[src/design/sgb_pkg.sv]
package sgb_pkg;

    localparam int DEF_MAX_RADIUS   = 7;
    localparam int DEF_MAX_WIDTH    = 1024;
    localparam int DEF_MAX_CHANNELS = 4;
    localparam int SAMPLE_W         = 16;
    localparam int CFG_W            = 64;
    localparam int TAP_COUNT        = 16;

    localparam logic [2:0] CFG_RADIUS   = 3'd0;
    localparam logic [2:0] CFG_WIDTH    = 3'd1;
    localparam logic [2:0] CFG_HEIGHT   = 3'd2;
    localparam logic [2:0] CFG_CHANNELS = 3'd3;
    localparam logic [2:0] CFG_TAPS0    = 3'd4;
    localparam logic [2:0] CFG_TAPS1    = 3'd5;
    localparam logic [2:0] CFG_TAPS2    = 3'd6;
    localparam logic [2:0] CFG_TAPS3    = 3'd7;

    localparam logic CMD_SAMPLE = 1'b0;

    typedef enum logic [3:0] {
        S_IDLE,
        S_CHECK,
        S_VINIT,
        S_HINIT,
        S_RD,
        S_MUL,
        S_HACC,
        S_HFIN,
        S_VMUL,
        S_VACC,
        S_OUT
    } t_state;

    typedef struct packed {
        logic accept;
        logic vinit;
        logic hinit;
        logic rd;
        logic mul;
        logic hacc;
        logic hfin;
        logic vmul;
        logic vacc;
        logic load;
    } t_cmd;

    typedef struct packed {
        logic ready;
        logic h_last;
        logic v_last;
        logic out_free;
    } t_status;

    function automatic logic [SAMPLE_W-1:0] tap_weight(
        input logic [TAP_COUNT*SAMPLE_W-1:0] taps,
        input logic [3:0]                    idx
    );
        return taps[idx*SAMPLE_W +: SAMPLE_W];
    endfunction

    // Add one half, drop 15 fraction bits, saturate to 16 bits.
    function automatic logic [SAMPLE_W-1:0] round_sat(input logic [47:0] acc);
        logic [47:0] sum;
        sum = acc + 48'd16384;
        if (|sum[47:31]) begin
            return 16'hFFFF;
        end
        return sum[30:15];
    endfunction

endpackage

[src/design/sgb_ctrl.sv]
module sgb_ctrl (
    input  logic             i_clk,
    input  logic             i_rst_n,
    input  logic             i_in_valid,
    output logic             o_in_ready,
    input  sgb_pkg::t_status i_st,
    output sgb_pkg::t_cmd    o_cmd
);
    import sgb_pkg::*;

    t_state r_state, n_state;

    always_ff @(posedge i_clk) begin
        if (!i_rst_n) begin
            r_state <= S_IDLE;
        end else begin
            r_state <= n_state;
        end
    end

    always_comb begin
        n_state = r_state;
        unique case (r_state)
            S_IDLE:  if (i_in_valid) n_state = S_CHECK;
            S_CHECK: n_state = i_st.ready ? S_VINIT : S_IDLE;
            S_VINIT: n_state = S_HINIT;
            S_HINIT: n_state = S_RD;
            S_RD:    n_state = S_MUL;
            S_MUL:   n_state = S_HACC;
            S_HACC:  n_state = i_st.h_last ? S_HFIN : S_RD;
            S_HFIN:  n_state = S_VMUL;
            S_VMUL:  n_state = S_VACC;
            S_VACC:  n_state = i_st.v_last ? S_OUT : S_HINIT;
            S_OUT:   if (i_st.out_free) n_state = S_IDLE;
            default: n_state = S_IDLE;
        endcase
    end

    always_comb begin
        o_cmd      = '0;
        o_in_ready = 1'b0;
        unique case (r_state)
            S_IDLE: begin
                o_in_ready   = 1'b1;
                o_cmd.accept = i_in_valid;
            end
            S_VINIT: o_cmd.vinit = 1'b1;
            S_HINIT: o_cmd.hinit = 1'b1;
            S_RD:    o_cmd.rd    = 1'b1;
            S_MUL:   o_cmd.mul   = 1'b1;
            S_HACC:  o_cmd.hacc  = 1'b1;
            S_HFIN:  o_cmd.hfin  = 1'b1;
            S_VMUL:  o_cmd.vmul  = 1'b1;
            S_VACC:  o_cmd.vacc  = 1'b1;
            S_OUT:   o_cmd.load  = i_st.out_free;
            default: o_cmd = '0;
        endcase
    end

endmodule

[config.mk]
export PLATFORM = sky130hd
export DESIGN_NAME = sgb_ctrl
export DESIGN_NICKNAME = d
export VERILOG_FILES = /design/src/design/sgb_pkg.sv /design/src/design/sgb_ctrl.sv
export SDC_FILE = /design/constraint.sdc
export NUM_CORES = 1
export LEC_CHECK = 0
export CAP_MARGIN = 10
export CORE_AREA = 4 4 41 43
export CTS_CLUSTER_SIZE = 40
export DETAILED_ROUTE_END_ITERATION = 10
export DIE_AREA = 0 0 45 47
export DONT_BUFFER_PORTS = 1
export PLACE_DENSITY = 0.37
export SYNTH_ARGS = -nofsm -noshare
export SYNTH_HDL_FRONTEND = slang
export SYNTH_SLANG_ARGS = --single-unit
[constraint.sdc]
create_clock -name i_clk -period 4.1 [get_ports i_clk]
set_clock_uncertainty 0.2 [all_clocks]
set_input_delay 1.23 -clock i_clk [delete_from_list [all_inputs] [get_ports i_clk]]
set_output_delay 1.23 -clock i_clk [all_outputs]
set_load 0.02 [all_outputs]
==> results.cfg, run 1 <==
[setup_path]
slowest_delay_ps = 550
r2r-start = r_state[2]
reg2reg_depth = 3
r2r_setup_slack_ps = 2380
crit_path_end_kind = output port
crit_path_cell_trace = inv_1 -> nor3_1
startpoint_type = input port
worstSetupPathType = input port to output port
critPathTopFamily = simple AND/OR/NAND/NOR gates
cp_num_buf_inv = 1
r2r-end = r_state[1]
crit_cells = 2
startpoint = i_st[0]
worstPathRequired_ps = 2670
arrival_ps = 1810
worstPathMaxFanout = 3
cp_slowest_cell = nor3_1

[yosys]
synth-seq-cells = 4
ys_warn_count = 0
ys_seq_area_frac = 0.2353
netlist.area_leader.share = 0.2353
netlist_area_um2 = 340.3
synth.largest_area_cell = dfxtp_1
synth_fp_nets = 51
ys_types = 25
netlist_instances = 44
avgSynthCellArea_um2 = 7.735
synth.area.top_cells = dfxtp_1 24%, nor3_1 8.8%, nand2b_1 7.4%

[detailed_routing]
routedWlPerCell_um = 14.44
vias_per_cell = 5.458
wl_met2_um = 299
postRouteAntennaNets = 0
highest_layer = met4
met3_length_um = 135
routed_wl_um = 852
drc = 0
drt_iter0_markers = 4
vias = 322
route.layer.met1.wl_um = 382
first_pass_iters = 4

[cells_and_area]
multiInputGateArea_um2 = 227.7
fillCellCount = 143
mostFrequentLayoutCells = 6 x nor3_1, 4 x nand2b_1, 4 x dfxtp_1
area_growth_pct = 5.883
reg_top3 = r_state (4)
largest-register = r_state
diodes = 0
largest_register_ffs = 4
final_area_um2 = 360.3
finalNetCount = 53
layout-drive-gt1-share = 0.1364
final_common_cell = nor3_1
seqCellArea_um2 = 80.08

[place]
gp_congestion = 0.7163
dpl.hpwl_um = 654.4
placed_cell_area_um2 = 337.8
port_buffers = 0
place_ws_ps = 845.4

[timing]
drv_slew = 0
finalCritPeriodShare = 0.7895
max_slew_margin = 0.5612
fin_crit_ps = 3237
setup_tns_ps = 0
finalSetupViolations = 0
grt_setup_unrepaired = false
hold_violations = 0
hold_slack_ps = 485.7
final.setup.worst_slack_ps = 863.1
fmax_mhz = 308.9
worst_pin_slew_ps = 653.2

[grt]
grt_pass1_wl_mm = 1.186
antenna_found_initial = 0
grt_overflow = 0
grt_pass1_vias = 261
grt.total_usage = 0.08768
grt_max_degree = 15

[clock_tree]
root_buffer = clkbuf_4
htree_levels = 1
numCtsBuffers = 3
path_clk_slew_ps = 30
cts-resized-gates = 0
cts_hold_buf = 0
clk_path_buf_depth = 2
clock_sinks = 4
clk_latency_ps = 240
cts_tree = yes
post-cts-setup-buffers = 0

[floorplanning]
die_area_mm2 = 0.002115
die_y_um = 47
rows = 13
start_util = 0.2615
die_w_um = 45
ios = 18
coreArea_mm2 = 0.001301

[power]
clkPwrFrac = 0.398
power.switching_uw = 36.49
cell_internal_pwr_uw = 85.46
power_frac_seq = 0.397
leakage_uw = 0.0001262
peakVddDrop_mv = 0.2208
total_power_uw = 122.0
swShare = 0.2992
pwr-share-comb = 0.205
power.density_mw_per_mm2 = 338.4

[outcome]
status = complete, no violations

[hold_path]
min_from = r_state[3]
hold_end = r_state[2]
min-delay-path-class = flop to flop
holdPathStages = 1

[run]
maxCapViolations = 0
cells by family (layout without fill, tap and decap cells):
kind of cell | count (synthesis) | count (layout) | share of synthesized area
compound gates | 11 | 11 | 0.2353
xor+xnor | 1 | 1 | 0.02574
buf+inv | 5 | 5 | 0.09558
simple gates | 23 | 23 | 0.4081
flops | 4 | 4 | 0.2353
stage by stage:
stage	std cells	utilization
2_1_floorplan	44	-
3_3_place_gp	56	0.2596
3_5_place_dp	56	0.2596
4_1_cts	59	0.2769
5_1_grt	59	0.2769
6_report	59	0.2769
power groups by stage:
stage / sequential, uW / combinational (uW) / clock (uW)
after floorplan: 43.4 / 27.2 / 0
final: 48.4 / 25.0 / 48.5
after global routing: 49.5 / 26.6 / 55.5
after CTS: 48.4 / 25.1 / 51.2
after global placement: 49.1 / 25.2 / 0
after detailed placement: 49.1 / 25.0 / 0
how the worst max path moves through the flow:
stage	end	slack, ps
4_1_cts	o_cmd[0]	850
3_5_place_dp	o_cmd[0]	850
5_1_grt	o_cmd[0]	840
2_1_floorplan	o_cmd[0]	900
6_report	o_cmd[0]	860
3_3_place_gp	o_cmd[0]	860
final cells by class:
class | count | share of cell area
repair buffers | 1 | 0.02083
flip-flops and latches | 4 | 0.2222
inverters | 1 | 0.01042
multi-input cells | 35 | 0.6319
clock buffers | 3 | 0.06250
well taps | 15 | 0.05208
cells in the mapped netlist:
library cell  n
nand2_1       2
a21o_1        1
inv_1         1
nor3b_1       1
dfxtp_1       4
nor2_1        3
buf_2         2
or2b_4        1
o311a_1       1
nor3_1        6
nand2b_1      4
o41a_1        1
or2b_1        1
and2_1        1
o21a_1        3
a31oi_1       1
nand4b_1      1
buf_6         1
a21oi_1       3
nand4bb_1     1
a211oi_1      1
nor4_1        1
buf_4         1
nor2_2        1
xor2_1        1
per-layer routing:
| metal | global-route usage | vias up |
|---|---|---|
| met3 | 0.08429 | 5 |
| met2 | 0.08757 | 19 |
| li1 | - | 162 |
| met5 | 0 | - |
| met1 | 0.1045 | 136 |
| met4 | 0.07018 | 0 |
(Power assumes the default switching activity.)
==> inputs of run 2 (changes only) <==
- PLACE_DENSITY: 0.37 -> 0.38
- clock period: 4.1 -> 2.96 ns (I/O delays scaled with it)
==> results.cfg, run 2 (synthesized netlist as in run 1, its figures left out) <==
[outcome]
status = complete, no violations

[timing]
hold_violations = 0
fin_crit_ps = 2552
finalCritPeriodShare = 0.8622
drv_slew = 0
fmax_mhz = 391.8
worst_pin_slew_ps = 457.2
grt_setup_unrepaired = false
finalSetupViolations = 0
max_slew_margin = 0.6941
setup_tns_ps = 0

[setup_path]
startpoint = r_state[2]
crit_path_end_kind = output port
startpoint_type = flop
worstPathMaxFanout = 12
reg2reg_depth = 3
endpoint = o_cmd[5]
r2r-start = r_state[2]
r2r-end = r_state[1]
worstSetupPathType = flop to output port
worstPathRequired_ps = 1870
r2r_setup_slack_ps = 1270
arrival_ps = 1460

[floorplanning]
die_area_mm2 = 0.002115
rows = 13
coreArea_mm2 = 0.001301
die_w_um = 45
die_y_um = 47
start_util = 0.2615
ios = 18

[clock_tree]
cts-resized-gates = 0
clock_sinks = 4
htree_levels = 1
path_clk_slew_ps = 30
numCtsBuffers = 3
clk_latency_ps = 230
post-cts-setup-buffers = 0
cts_hold_buf = 0
clk_path_buf_depth = 2
root_buffer = clkbuf_4
cts_tree = yes

[cells_and_area]
largest-register = r_state
mostFrequentLayoutCells = 6 x nor3_1, 6 x buf_4, 4 x nand2b_1, 4 x dfxtp_1
fillCellCount = 157
diodes = 0
largest_register_ffs = 4
finalNetCount = 58
area_growth_pct = 16.91
reg_top3 = r_state (4)
layout-drive-gt1-share = 0.2245

[place]
port_buffers = 0
gp_congestion = 0.7878
dpl.hpwl_um = 679.3

[detailed_routing]
routed_wl_um = 868
drt_iter0_markers = 8
routedWlPerCell_um = 13.56
postRouteAntennaNets = 0
vias_per_cell = 5.422
drc = 0
first_pass_iters = 4
vias = 347

[grt]
grt_pass1_wl_mm = 1.380
grt_pass1_vias = 301
antenna_found_initial = 0
grt_max_degree = 15
grt_overflow = 0
grt.total_usage = 0.09155

[power]
total_power_uw = 170.1
leakage_uw = 0.0001533
power.density_mw_per_mm2 = 427.6
peakVddDrop_mv = 0.2443

[hold_path]
min-delay-path-class = flop to flop

[run]
maxCapViolations = 0
==> run 2: cell count changes in the layout (fill, tap and decap cells not counted) <==
cell,delta
buf_4,+5
==> run 2: critical path, stage by stage (launching register included) <==
cell     delay, ps
dfxtp_1        540
or2b_1         310
nor2_1         380
==> run 2: worst min path at each step <==
stage / start / endpoint / slack (ps) / cells past startpoint
3_3_place_gp: r_state[3] / r_state[2] / 470 / 1
2_1_floorplan: r_state[3] / r_state[2] / 390 / 2
6_report: r_state[3] / r_state[2] / 480 / 1
5_1_grt: r_state[3] / r_state[2] / 520 / 1
3_5_place_dp: r_state[3] / r_state[2] / 460 / 1
4_1_cts: r_state[3] / r_state[2] / 470 / 1
==> run 2: power by group <==
part / switching (uW) / internal, uW
clock: 20.9 / 45.2
sequential: 9.75 / 57.6
combinational: 19.0 / 17.6
==> run 2: layer usage <==
layer | global-route usage | routed length [um]
met3 | 0.06130 | 88
met2 | 0.1130 | 385
met5 | 0 | 0
met1 | 0.1224 | 378
met4 | 0.03509 | 17
==> run 2: final cells by class <==
| class | instances | area, um2 | share of cell area |
|---|---|---|---|
| inverter | 1 | 3.754 | 0.009434 |
| timing repair buffer | 6 | 45.04 | 0.1132 |
| clock buffer | 3 | 22.52 | 0.05660 |
| multi-input combinational | 35 | 227.7 | 0.5723 |
| sequential | 4 | 80.08 | 0.2013 |
| tap | 15 | 18.77 | 0.04717 |
==> run 2: stage by stage <==
stage | instances | hold WS (ps) | worst slack, ps | util | area [um2]
2_1_floorplan | 44 | 393.9 | 315.1 | - | 340.3
3_3_place_gp | 61 | 466.4 | 620.6 | 0.2885 | 375.4
3_5_place_dp | 61 | 464.9 | 597.3 | 0.2885 | 375.4
4_1_cts | 64 | 471.8 | 384.6 | 0.3058 | 397.9
5_1_grt | 64 | 519.4 | 286.0 | 0.3058 | 397.9
6_report | 64 | 475.7 | 407.9 | 0.3058 | 397.9
